### config.mk
export PLATFORM = sky130hd
export DESIGN_NAME = first_fit_block_allocator
export DESIGN_NICKNAME = d
export VERILOG_FILES = /design/src/rtl/core/ffba_pkg.sv /design/src/rtl/core/first_fit_block_allocator.sv
export VERILOG_INCLUDE_DIRS = /design/src /design/src/rtl/core
export SDC_FILE = /design/constraint.sdc
export NUM_CORES = 2
export LEC_CHECK = 0
export ABC_AREA = 0
export CAP_MARGIN = 20
export CELL_PAD_IN_SITES_DETAIL_PLACEMENT = 2
export CELL_PAD_IN_SITES_GLOBAL_PLACEMENT = 2
export CORE_ASPECT_RATIO = 0.7
export CORE_MARGIN = 1.5
export CORE_UTILIZATION = 41
export DETAILED_ROUTE_END_ITERATION = 6
export DONT_BUFFER_PORTS = 1
export PLACE_DENSITY_LB_ADDON = 0.1
export REMOVE_ABC_BUFFERS = 1
export SKIP_CTS_REPAIR_TIMING = 1
export SYNTH_ARGS = -nofsm -noshare
export SYNTH_HDL_FRONTEND = slang
export SYNTH_SLANG_ARGS = --single-unit
export TNS_END_PERCENT = 5
### constraint.sdc
create_clock -name clk -period 8.7 [get_ports clk]
set_clock_uncertainty 0.15 [all_clocks]
set_input_delay 1.305 -clock clk [delete_from_list [all_inputs] [get_ports clk]]
set_output_delay 1.305 -clock clk [all_outputs]
set_load 0.05 [all_outputs]
### src/rtl/core/first_fit_block_allocator_macros.svh
// Assertion macros shared by the allocator RTL.
// Depends on nothing; included by modules that assert.
`ifndef FIRST_FIT_BLOCK_ALLOCATOR_MACROS_SVH
`define FIRST_FIT_BLOCK_ALLOCATOR_MACROS_SVH
// Implication checked on every clock edge outside reset.
`define FFBA_ASSERT_IMP(label, clk, rst_n, ante, cons, msg) \
    label: assert property (@(posedge clk) disable iff (!rst_n) (ante) |-> (cons)) \
        else $error(msg);
// Next-cycle implication checked outside reset.
`define FFBA_ASSERT_NXT(label, clk, rst_n, ante, cons, msg) \
    label: assert property (@(posedge clk) disable iff (!rst_n) (ante) |=> (cons)) \
        else $error(msg);
`endif

### src/rtl/core/ffba_pkg.sv
// Package for the first-fit block allocator: types, constants, state codes.
// Depends on nothing.
`default_nettype none
package ffba_pkg;
    localparam int MAX_BLOCKS_DEF   = 64;
    localparam int HEADER_BYTES_DEF = 24;

    typedef enum logic [0:0] {
        OP_ALLOC = 1'b0,
        OP_FREE  = 1'b1
    } op_t;

    typedef enum logic [1:0] {
        ST_DONE   = 2'd0,
        ST_NO_FIT = 2'd1,
        ST_BAD    = 2'd2
    } status_t;

    localparam logic [0:0] REG_START = 1'b0;
    localparam logic [0:0] REG_END   = 1'b1;

    typedef struct packed {
        op_t         op;
        logic [31:0] request_bytes;
        logic [31:0] free_address;
    } in_item_t;

    typedef struct packed {
        logic [31:0] payload_address;
        status_t     status;
    } out_item_t;

    typedef enum logic [3:0] {
        FSM_CLEAR,
        FSM_IDLE,
        FSM_RD,
        FSM_CHECK,
        FSM_SHIFT_RD,
        FSM_SHIFT_WR,
        FSM_DONE
    } fsm_t;
endpackage
`default_nettype wire

### src/rtl/core/first_fit_block_allocator.sv
// Top level of the first-fit block allocator with coalescing.
// Depends on ffba_pkg and first_fit_block_allocator_macros.svh.
//
//  channel   | handshake             | payload
//  cmd       | start & !busy         | cmd (in_item_t)
//  result    | done strobe, 1 cycle  | result (out_item_t)
//  config    | APB write access      | region_start, region_end
//
// Allocate and free walk the block table one entry at a time (memory read,
// then compare). A split or a merge then moves the table tail one entry at
// a time through the single table memory (read, then write).
// After reset and after each region register write made while idle or
// clearing, a clearing pass writes the first block and the end marker;
// busy stays high throughout.
// Results cannot be stalled; done pulses once per accepted command.
`default_nettype none
`include "first_fit_block_allocator_macros.svh"
module first_fit_block_allocator #(
    parameter int MAX_BLOCKS   = ffba_pkg::MAX_BLOCKS_DEF,
    parameter int HEADER_BYTES = ffba_pkg::HEADER_BYTES_DEF
) (
    input  wire logic                clk,
    input  wire logic                rst_n,
    input  wire logic                start,
    output logic                     busy,
    input  wire ffba_pkg::in_item_t  cmd,
    output logic                     done,
    output ffba_pkg::out_item_t      result,
    input  wire logic                psel,
    input  wire logic                penable,
    input  wire logic                pwrite,
    input  wire logic [2:0]          paddr,
    input  wire logic [31:0]         pwdata,
    output logic [31:0]              prdata,
    output logic                     pready
);
    localparam int IW = $clog2(MAX_BLOCKS);
    localparam int CW = $clog2(MAX_BLOCKS + 1);
    localparam logic [32:0] HDR = 33'(HEADER_BYTES);
    localparam logic [CW-1:0] CMAX = CW'(MAX_BLOCKS);

    // Table memory: start address and used mark per entry
    logic [32:0] mem [MAX_BLOCKS];
    logic [32:0] rdata_reg;

    logic [31:0] rstart_reg, rend_reg;
    ffba_pkg::fsm_t state_reg, state_next;
    ffba_pkg::fsm_t state_after_check, state_after_shift;
    logic [CW-1:0] cnt_reg, cnt_next;
    logic [CW-1:0] idx_reg, idx_next;
    logic [CW-1:0] sidx_reg, sidx_next;     // shift cursor / end
    logic          sdir_reg, sdir_next;     // 1 insert (move up), 0 remove
    logic [32:0]   cur_reg, cur_next;       // current entry {used, start}
    logic          have_cur_reg, have_cur_next;
    logic [32:0]   prev_reg, prev_next;     // previous entry
    logic [2:0]    phase_reg, phase_next;   // sub-step within an operation
    logic [CW-1:0] hit_reg, hit_next;
    ffba_pkg::in_item_t  item_reg, item_next;
    ffba_pkg::out_item_t res_reg, res_next;
    logic [32:0]   ins_reg, ins_next;       // entry held for insert shift
    logic          done_reg, done_next;

    logic          we;
    logic [IW-1:0] waddr, raddr;
    logic [32:0]   wdata;
    logic          cfg_wr;

    assign cfg_wr = psel && penable && pwrite;
    assign pready = 1'b1;
    assign prdata = (paddr[2] == ffba_pkg::REG_END) ? rend_reg : rstart_reg;
    assign busy   = (state_reg != ffba_pkg::FSM_IDLE);
    assign done   = done_reg;
    assign result = res_reg;

    // Region registers
    always_ff @(posedge clk or negedge rst_n)
    begin
        if (!rst_n)
        begin
            rstart_reg <= 32'd0;
            rend_reg   <= 32'd65536;
        end
        else if (cfg_wr)
        begin
            if (paddr[2] == ffba_pkg::REG_START)
                rstart_reg <= pwdata;
            else
                rend_reg <= pwdata;
        end
    end

    // Memory with registered read
    always_ff @(posedge clk)
    begin
        if (we)
            mem[waddr] <= wdata;
        rdata_reg <= mem[raddr];
    end

    // Control registers
    always_ff @(posedge clk or negedge rst_n)
    begin
        if (!rst_n)
        begin
            state_reg <= ffba_pkg::FSM_CLEAR;
            cnt_reg   <= CW'(2);
            idx_reg   <= '0;
            done_reg  <= 1'b0;
        end
        else
        begin
            state_reg <= state_next;
            cnt_reg   <= cnt_next;
            idx_reg   <= idx_next;
            done_reg  <= done_next;
        end
    end

    // Working registers
    always_ff @(posedge clk)
    begin
        sidx_reg     <= sidx_next;
        sdir_reg     <= sdir_next;
        cur_reg      <= cur_next;
        have_cur_reg <= have_cur_next;
        prev_reg     <= prev_next;
        phase_reg    <= phase_next;
        hit_reg      <= hit_next;
        item_reg     <= item_next;
        res_reg      <= res_next;
        ins_reg      <= ins_next;
    end

    // Shared size/compare unit
    logic [32:0] span, need, rem, pay;
    logic        fits, split_ok;
    always_comb
    begin
        span = (rdata_reg[31:0] >= cur_reg[31:0])
             ? {1'b0, rdata_reg[31:0] - cur_reg[31:0]} : 33'd0;
        need = {1'b0, item_reg.request_bytes} + HDR;
        rem  = span - need;
        fits = !cur_reg[32] && (span >= need);
        split_ok = fits && (rem > HDR) && (cnt_reg < CMAX);
        pay  = {1'b0, cur_reg[31:0]} + HDR;
    end

    // Next state
    always_comb
    begin
        state_next = state_reg;
        unique case (state_reg)
            ffba_pkg::FSM_CLEAR:
                if (!cfg_wr && idx_reg == CW'(1))
                    state_next = ffba_pkg::FSM_IDLE;
            ffba_pkg::FSM_IDLE:
                if (cfg_wr)
                    state_next = ffba_pkg::FSM_CLEAR;
                else if (start)
                    state_next = ffba_pkg::FSM_RD;
            ffba_pkg::FSM_RD:
                state_next = ffba_pkg::FSM_CHECK;
            ffba_pkg::FSM_CHECK:
                state_next = state_after_check;
            ffba_pkg::FSM_SHIFT_RD:
                state_next = ffba_pkg::FSM_SHIFT_WR;
            ffba_pkg::FSM_SHIFT_WR:
                state_next = state_after_shift;
            ffba_pkg::FSM_DONE:
                state_next = ffba_pkg::FSM_IDLE;
            default:
                state_next = ffba_pkg::FSM_IDLE;
        endcase
    end

    // Datapath and memory control
    always_comb
    begin
        cnt_next      = cnt_reg;
        idx_next      = idx_reg;
        sidx_next     = sidx_reg;
        sdir_next     = sdir_reg;
        cur_next      = cur_reg;
        have_cur_next = have_cur_reg;
        prev_next     = prev_reg;
        phase_next    = phase_reg;
        hit_next      = hit_reg;
        item_next     = item_reg;
        res_next      = res_reg;
        ins_next      = ins_reg;
        done_next     = 1'b0;
        we            = 1'b0;
        waddr         = idx_reg[IW-1:0];
        wdata         = '0;
        raddr         = idx_reg[IW-1:0];
        state_after_check = ffba_pkg::FSM_RD;
        state_after_shift = ffba_pkg::FSM_SHIFT_RD;
        unique case (state_reg)
            ffba_pkg::FSM_CLEAR:
            begin
                // Write end marker then first block
                we = 1'b1;
                if (idx_reg == CW'(0))
                begin
                    waddr = IW'(1);
                    wdata = {1'b1, rend_reg - 32'(HEADER_BYTES)};
                    idx_next = CW'(1);
                end
                else
                begin
                    waddr = '0;
                    wdata = {1'b0, rstart_reg};
                    idx_next = '0;
                end
                // Restart the pass when a region register changes meanwhile
                if (cfg_wr)
                    idx_next = '0;
                cnt_next = CW'(2);
            end
            ffba_pkg::FSM_IDLE:
            begin
                idx_next = '0;
                if (cfg_wr)
                    idx_next = '0;
                else if (start)
                begin
                    item_next     = cmd;
                    have_cur_next = 1'b0;
                    prev_next     = {1'b1, 32'd0};
                    phase_next    = 3'd0;
                    raddr         = '0;
                end
            end
            ffba_pkg::FSM_RD:
            begin
                // Read pending on raddr = idx; data valid next cycle
                raddr = idx_reg[IW-1:0];
            end
            ffba_pkg::FSM_CHECK:
            begin
                // rdata_reg holds entry idx; cur_reg holds entry idx-1
                if (item_reg.op == ffba_pkg::OP_ALLOC)
                begin
                    if (!have_cur_reg)
                    begin
                        cur_next = rdata_reg;
                        have_cur_next = 1'b1;
                        idx_next = idx_reg + CW'(1);
                        raddr = idx_next[IW-1:0];
                        if (idx_reg + CW'(1) >= cnt_reg)
                        begin
                            res_next = '{32'd0, ffba_pkg::ST_NO_FIT};
                            state_after_check = ffba_pkg::FSM_DONE;
                        end
                    end
                    else if (fits)
                    begin
                        // Mark used; split if room
                        we = 1'b1;
                        waddr = IW'(idx_reg - CW'(1));
                        wdata = {1'b1, cur_reg[31:0]};
                        res_next = '{pay[31:0], ffba_pkg::ST_DONE};
                        if (split_ok)
                        begin
                            ins_next  = {1'b0, cur_reg[31:0] + need[31:0]};
                            sidx_next = idx_reg;
                            idx_next  = cnt_reg;
                            sdir_next = 1'b1;
                            cnt_next  = cnt_reg + CW'(1);
                            state_after_check = ffba_pkg::FSM_SHIFT_RD;
                        end
                        else
                            state_after_check = ffba_pkg::FSM_DONE;
                    end
                    else
                    begin
                        cur_next = rdata_reg;
                        idx_next = idx_reg + CW'(1);
                        raddr = idx_next[IW-1:0];
                        if (idx_reg + CW'(1) >= cnt_reg)
                        begin
                            res_next = '{32'd0, ffba_pkg::ST_NO_FIT};
                            state_after_check = ffba_pkg::FSM_DONE;
                        end
                    end
                end
                else
                begin
                    // Free: phase 0 search, 1 look at next and merge
                    priority if (phase_reg == 3'd0)
                    begin
                        if (idx_reg + CW'(1) >= cnt_reg)
                        begin
                            res_next = '{32'd0, ffba_pkg::ST_BAD};
                            state_after_check = ffba_pkg::FSM_DONE;
                        end
                        else if (rdata_reg[32] && (rdata_reg[31:0] + 32'(HEADER_BYTES))
                                 == item_reg.free_address)
                        begin
                            we = 1'b1;
                            wdata = {1'b0, rdata_reg[31:0]};
                            hit_next = idx_reg;
                            cur_next = prev_reg;
                            phase_next = 3'd1;
                            idx_next = idx_reg + CW'(1);
                            raddr = idx_next[IW-1:0];
                        end
                        else
                        begin
                            prev_next = rdata_reg;
                            idx_next = idx_reg + CW'(1);
                            raddr = idx_next[IW-1:0];
                        end
                    end
                    else
                    begin
                        // rdata_reg = entry hit+1; cur_reg = entry hit-1
                        res_next = '{32'd0, ffba_pkg::ST_DONE};
                        phase_next = 3'd0;
                        if (hit_reg != '0 && !cur_reg[32])
                        begin
                            // Remove hit, and hit+1 too if free
                            sidx_next = hit_reg;
                            sdir_next = 1'b0;
                            if (!rdata_reg[32])
                            begin
                                idx_next = hit_reg + CW'(2);
                                cnt_next = cnt_reg - CW'(2);
                            end
                            else
                            begin
                                idx_next = hit_reg + CW'(1);
                                cnt_next = cnt_reg - CW'(1);
                            end
                            state_after_check = ffba_pkg::FSM_SHIFT_RD;
                        end
                        else if (!rdata_reg[32])
                        begin
                            sidx_next = hit_reg + CW'(1);
                            sdir_next = 1'b0;
                            idx_next  = hit_reg + CW'(2);
                            cnt_next  = cnt_reg - CW'(1);
                            state_after_check = ffba_pkg::FSM_SHIFT_RD;
                        end
                        else
                            state_after_check = ffba_pkg::FSM_DONE;
                    end
                end
            end
            ffba_pkg::FSM_SHIFT_RD:
            begin
                // Insert: idx walks down from old count; remove: src idx
                if (sdir_reg)
                    raddr = IW'(idx_reg - CW'(1));
                else
                    raddr = idx_reg[IW-1:0];
            end
            ffba_pkg::FSM_SHIFT_WR:
            begin
                we = 1'b1;
                if (sdir_reg)
                begin
                    if (idx_reg == sidx_reg)
                    begin
                        waddr = idx_reg[IW-1:0];
                        wdata = ins_reg;
                        state_after_shift = ffba_pkg::FSM_DONE;
                    end
                    else
                    begin
                        waddr = idx_reg[IW-1:0];
                        wdata = rdata_reg;
                        idx_next = idx_reg - CW'(1);
                    end
                end
                else
                begin
                    waddr = sidx_reg[IW-1:0];
                    wdata = rdata_reg;
                    sidx_next = sidx_reg + CW'(1);
                    idx_next  = idx_reg + CW'(1);
                    if (sidx_reg + CW'(1) >= cnt_reg)
                        state_after_shift = ffba_pkg::FSM_DONE;
                end
            end
            ffba_pkg::FSM_DONE:
            begin
                done_next = 1'b1;
                phase_next = 3'd0;
            end
            default:
            begin
                idx_next = '0;
            end
        endcase
    end

    `FFBA_ASSERT_IMP(a_done_idle, clk, rst_n, done, state_reg == ffba_pkg::FSM_IDLE,
        "result strobe outside idle")
    `FFBA_ASSERT_IMP(a_cnt_range, clk, rst_n, 1'b1, cnt_reg >= CW'(2) && cnt_reg <= CMAX,
        "block count out of range")
    `FFBA_ASSERT_NXT(a_start_busy, clk, rst_n,
        start && !busy && !cfg_wr, busy, "accepted command did not raise busy")
    `FFBA_ASSERT_IMP(a_status_code, clk, rst_n, done,
        result.status == ffba_pkg::ST_DONE || result.status == ffba_pkg::ST_NO_FIT
        || result.status == ffba_pkg::ST_BAD, "bad status code")
endmodule
`default_nettype wire

* Yosys cells after proc, flatten, opt, wreduce, memory -nomap -nowiden
Memory sizes are Yosys's and may differ from the RTL's. A register that Yosys moved wholly into a read port is not among the register bits.
Index checks and enable logic that the tools add are counted.
** Word-level totals
- Logic and storage cells :: 243
- Flip-flop bits (word level) :: 299
- Memories kept :: 1
- Memory bits (writable) :: 2112
- Output and inout port bits :: 69
- Input bits :: 106
** Memories
- mem :: words 64, width 33, rd ports 1, clocked after Yosys merged registers in 1, wr ports 1, RTL line first_fit_block_allocator.sv:43 : logic [32:0] mem [MAX_BLOCKS];
** Cells by class
- Mux-type cells :: 121
- Bitwise gates (word level) :: 5
- Equality and inequality tests :: 38
- Order comparisons :: 6
- Reductions and logical operators :: 38
- Add/sub/neg operators :: 15
** Operator list (count)
- $mux 33 :: 18
- $mux 34 :: 6
- $mux 7 :: 28
- $mux 32 :: 5
- $pmux 33 s3 :: 1
- $mux 6 :: 12
- $pmux 33 s2 :: 1
- $add 32x5->32 const B :: 2
- $pmux 6 s3 :: 2
- $add 32x5->33 const B :: 1
- $ge 32x33->1 :: 1
- $gt 33x5->1 const B :: 1
- $sub 32x33->33 :: 1
- $add 32x32->32 :: 1
- $eq 32x32->1 :: 1
- $ge 32x32->1 :: 1
- $mux 4 :: 8
- $sub 32x32->32 :: 1
- $sub 32x5->32 const B :: 1
- $add 7x1->7 const B :: 4
- $pmux 7 s2 :: 2
- $pmux 7 s4 :: 1
- $ne 3x3->1 const B :: 9
- $pmux 4 s6 :: 1
- other kinds (38) :: 114

* Logic depth before layout (Yosys ltp)
- Word-level depth :: 11
- Mapped depth :: 39
- Mapped depth without buffers :: 33

* Least setup slack after synthesis
OpenSTA, ideal clock, no wires.
- Path kind :: reg2reg
- From :: register rdata_reg[0], read port of mem
- To :: register sdir_reg (enable)
- Period minus slack after synthesis :: 9.221 ns
- Setup slack :: -0.521 ns
- Library setup time :: 0.303 ns
- Stages on the path, launching flop included :: 34
- Data required time :: 8.247 ns
- Path buffers :: 1
- Data arrival time :: 8.769 ns
- Cells stage by stage :: dfxtp_1 -> inv_1 -> ha_1 -> inv_1 -> fa_1 -> a21o_1 -> a21oi_1 -> o21bai_1 -> a21oi_1 -> o21ai_0 -> a2111oi_0 -> o41ai_1 -> a21oi_1 -> nor3_1 -> o21ai_0 -> o21ai_0 -> a21oi_1 -> clkbuf_1 -> nor3_1 -> ha_1 -> a21o_1 -> a21oi_1 -> nand2_1 -> a211oi_1 -> a21oi_1 -> o211a_1 -> or2_2 -> and3_1 -> o21ai_0 -> nor4_1 -> a21o_1 -> nor3_1 -> a31oi_1 -> inv_1
** Between the ends
- Longest elaborated chain between the ends :: 8
- Elaborated cells between the ends (all ways) :: 12
- Those cells by class :: add/sub: 2; order compare: 3; mux: 1; reduce/logical: 6
** Ends and longest elaborated chain
- start, declared :: RTL line first_fit_block_allocator.sv:44 : logic [32:0] rdata_reg;
- $sub 32x32->32 or $ge 32x32->1 (tied branches) :: RTL line first_fit_block_allocator.sv:140, first_fit_block_allocator.sv:139
- $mux 32 * :: RTL line first_fit_block_allocator.sv:140 : ? {1'b0, rdata_reg[31:0] - cur_reg[31:0]} : 33'd0;
- $sub 32x33->33 or $ge 32x33->1 (tied branches) :: RTL line first_fit_block_allocator.sv:142, first_fit_block_allocator.sv:143
- $gt 33x5->1 or $logic_and 1x1->1 (tied branches) :: RTL line first_fit_block_allocator.sv:144, first_fit_block_allocator.sv:143
- $logic_and 1x1->1 (2 in a row) :: RTL line first_fit_block_allocator.sv:144 : split_ok = fits && (rem > HDR) && (cnt_reg < CMAX);
- $reduce_bool 2->1 (no line)
- $reduce_and 6->1 (no line) *
- end signal, assigned :: RTL line first_fit_block_allocator.sv:123 : sdir_reg <= sdir_next;
- end, declared :: RTL line first_fit_block_allocator.sv:52 : logic sdir_reg, sdir_next;
Every way passes the cells marked *; elsewhere a longest branch is shown, timed or not.
A chain may end at the register's enable or synchronous reset.

* Worst setup path after layout
- From :: register cur_reg[0]
- To :: register rdata_reg[2], read port of mem
** Between the ends
- Longest elaborated chain between the ends :: 8
- Elaborated cells between the ends (all ways) :: 9
- Those cells by class :: add/sub: 1; order compare: 2; mux: 5; reduce/logical: 1
** Ends and longest elaborated chain
- start, declared :: RTL line first_fit_block_allocator.sv:53 : logic [32:0] cur_reg, cur_next;
- start signal, assigned :: RTL line first_fit_block_allocator.sv:124 : cur_reg <= cur_next;
- $sub 32x32->32 or $ge 32x32->1 (tied branches) :: RTL line first_fit_block_allocator.sv:140, first_fit_block_allocator.sv:139
- $mux 32 * :: RTL line first_fit_block_allocator.sv:140
- $ge 32x33->1 * :: RTL line first_fit_block_allocator.sv:143 : fits = !cur_reg[32] && (span >= need);
- $logic_and 1x1->1 * :: RTL line first_fit_block_allocator.sv:143
- $mux 6 * :: RTL line first_fit_block_allocator.sv:256 : else if (fits)
- $mux 6 * :: RTL line first_fit_block_allocator.sv:244 : if (!have_cur_reg)
- $mux 6 * :: RTL line first_fit_block_allocator.sv:242 : if (item_reg.op == ffba_pkg::OP_ALLOC)
- $pmux 6 s3 * :: RTL line first_fit_block_allocator.sv:198 : unique case (state_reg)
Marks and branches as above.

==> flow_metrics.py <==
metrics = {
    "logic_synthesis": {
        "yosysSeqAreaShare": 0.685,
        "synthCells": 8375,
        "synth_ff_type": "edfxtp_1",
        "ys_async_sr_fraction": 0.0336,
        "ys_top_cells_by_count": "edfxtp_1, nand2_1, nand3_1, a21oi_1, nor2_1",
        "yosys.area.top_type": "edfxtp_1",
        "netlist_top_cells_area": "edfxtp_1, nand2_1, nand3_1",
        "avgSynthCellArea_um2": 12.7,
        "yosysMostFrequentCell": "edfxtp_1",
        "ys_types": 101,
        "yosysWarnings": 0,
        "synth_edf_count": 2326,
        "synth_top_area_share": 0.659,
        "synth_seq_cells": 2441,
        "synth_area_um2": 106000,
    },
    "clocking": {
        "cts_max_path_buffers": 4,
        "cts_tree": "done",
        "path_clk_slew_ns": 0.07,
        "root_buffer": "clkbuf_16",
        "cts_inserted_buffers": 247,
        "htree_levels": 4,
        "cts_num_sinks": 2441,
        "worstSkewPairLatency_ns": 0.95,
    },
    "setup_path": {
        "crit_type": "reg -> reg",
        "critPathMaxFanout": 21,
        "max_stage_delay_ns": 0.60,
        "crit_top_cell": "buf_4",
        "arrival_ns": 9.48,
        "start_kind": "flop",
        "critPathSlowestCell": "a221o_4",
        "reg2reg_setup_slack_ns": -0.13,
        "crit_required_ns": 9.35,
        "path_delay_family": "compound AO/OA/AOI/OAI gates",
        "cp-end-kind": "flop",
        "worst-path-buf-inv": 11,
    },
    "min_path": {
        "hp-class": "in -> async",
    },
    "floorplan": {
        "core-area_um2": 256000,
        "rows": 155,
        "die_x_um": 611,
        "dieArea_um2": 262000,
        "die_h_um": 428,
        "start_util": 0.414,
        "pin_count": 175,
    },
    "finish": {
        "nets": 9630,
        "drive_gt1_frac": 0.213,
        "area_growth_pct": 23.3,
        "stdcell_count": 13000,
        "largest_reg_flops": 2112,
    },
    "drt": {
        "wire_per_inst_um": 36.3,
        "vias": 81800,
        "drtPass1Iterations": 6,
        "vias_per_cell": 6.30,
        "routed_wl_um": 471000,
        "ant_nets": 0,
        "route.detailed.drc": 0,
        "drtIter0Drc": 10800,
    },
    "timing": {
        "setup_violations": 20,
        "hold_viol_final": 0,
        "period_needed_ns": 8.83,
        "drv_slew": 0,
        "tightest_slew_ns": 1.47,
        "setup_ws_ns": -0.129,
        "max-slew-margin-rel": 0.0137,
        "fmax_ghz": 0.113,
        "min_period_over_period": 1.01,
    },
    "power_and_ir_drop": {
        "internal_power_uw": 32300,
        "p_switching_uw": 26000,
        "sequentialPowerShare": 0.286,
        "p_leak_uw": 0.0475,
        "pwr-share-clk": 0.183,
        "swShare": 0.446,
        "powerDensity_nw_per_um2": 447,
        "ir_worst_vdd_uv": 302,
        "power.share.combinational": 0.531,
    },
    "global_routing": {
        "overflow": 0,
        "grt_max_degree": 83,
        "grt.total_usage": 0.347,
        "antenna_found_initial": 45,
        "grt_pass1_vias": 85100,
        "grt_pass1_wl_um": 651000,
    },
    "flow_run": {
        "max_cap_violations": 1,
    },
    "place": {
        "place.gp.congestion": 0.903,
        "dp_hpwl_um": 320000,
        "pre_cts_ws_ns": -2.05,
        "dp_cells": 12500,
        "place.port_buffers": 0,
    },
    "outcome": {
        "status": "complete, but fails checks",
        "violations": "max-capacitance violations, negative setup slack",
    },
}
-- through the flow --
step           power [uW]  setup TNS (ns)  utilization  instance area (um^2)  hold slack (ns)
6_report            58400          -0.871        0.511                131000           0.0617
5_1_grt             59800          -18.10        0.510                131000           0.0344
4_1_cts             56600        -3447.87        0.504                129000           -0.117
3_5_place_dp        45700        -2819.83        0.474                121000            0.370
3_3_place_gp        44300        -1749.21        0.474                121000            0.358
2_1_floorplan       28200        -3842.64            -                104000            0.343
-- kinds of logic (layout without fill, tap and decap cells) --
kind of cell,count (synthesis),in the layout,share of synthesized area
and+or+nand+nor,3293,3294,0.138
DFF,2441,2441,0.685
AOI/OAI and AO/OA,1345,1346,0.0855
buffers and inverters,631,1847,0.0273
muxes,309,310,0.0307
xor gates and xnor gates,226,226,0.0187
adders and majority gates,129,129,0.0154
other,1,7,0.0000354
-- per-layer routing --
metal / vias to the layer above / track usage / routed length [um]
met1: 43400 / 0.507 / 201000
met4: 20 / 0.111 / 15400
met5: - / 0 / 134
li1: 33300 / - / -
met2: 4198 / 0.520 / 208000
met3: 763 / 0.0699 / 46700
-- worst reg2reg max path: cells and delay by family, from the launching register on --
kind | cells | cell delay (ns)
muxes | 2 | 0.77
buffers and inverters | 11 | 1.95
and+or+nand+nor | 6 | 0.76
DFF | 1 | 0.39
AOI/OAI and AO/OA | 17 | 3.79
adders and majority gates | 3 | 0.86
-- power groups by stage --
stage / sequential, uW / combinational (uW) / clock [uW]
detailed placement: 16900 / 28800 / 0
global placement: 16800 / 27400 / 0
finish: 16700 / 31000 / 10700
floorplan: 16800 / 11300 / 0
CTS: 16700 / 29100 / 10800
global route: 16700 / 31900 / 11200
-- layout by cell type, fill, tap and decap left out, types with 33 or more instances in the layout --
master | synthesis | layout
a31oi_1 | 151 | 144
xor2_1 | 79 | 79
o22ai_1 | 55 | 51
edfxtp_1 | 2326 | 2326
nand3_1 | 510 | 506
and3_1 | 197 | 195
nor2_4 | 1 | 73
nand4_1 | 67 | 67
dfxtp_1 | 33 | 33
ha_1 | 127 | 125
nor2_1 | 297 | 218
clkinv_2 | 0 | 41
xnor2_1 | 147 | 147
nor3_1 | 95 | 82
a311oi_1 | 153 | 141
clkbuf_16 | 0 | 254
a211oi_1 | 80 | 74
clkinv_1 | 0 | 48
mux2_2 | 127 | 128
and2_1 | 44 | 43
dfrtp_1 | 80 | 80
inv_1 | 122 | 119
a21oi_1 | 312 | 297
o221ai_1 | 40 | 36
mux2i_1 | 181 | 176
buf_4 | 36 | 934
buf_12 | 0 | 302
a221oi_1 | 37 | 33
nand2_1 | 1885 | 1863
clkbuf_1 | 197 | 62
o21ai_0 | 248 | 227
-- worst paths after layout --
check	cells past startpoint	end	from
setup / recovery	39	rdata_reg[2]	cur_reg[0]
hold / removal	0	rend_reg[16]	rst_n
setup reg to reg	39	rdata_reg[2]	cur_reg[0]
hold reg to reg	1	rend_reg[1]	rend_reg[1]
max in group asynchronous	1	rstart_reg[8]	rst_n
min in group clk	0	item_reg[7]	cmd[7]
-- area by class of cell --
type	count	area (um^2)
fill	24100	125000
sequential	2441	72600
multi-input combinational	5306	32100
timing repair buffer	1277	13700
clock buffer	328	6700
tap	3375	4220
clock inverter	120	993
inverter	122	458
antenna	6	15.0
(Power assumes the default switching activity.)
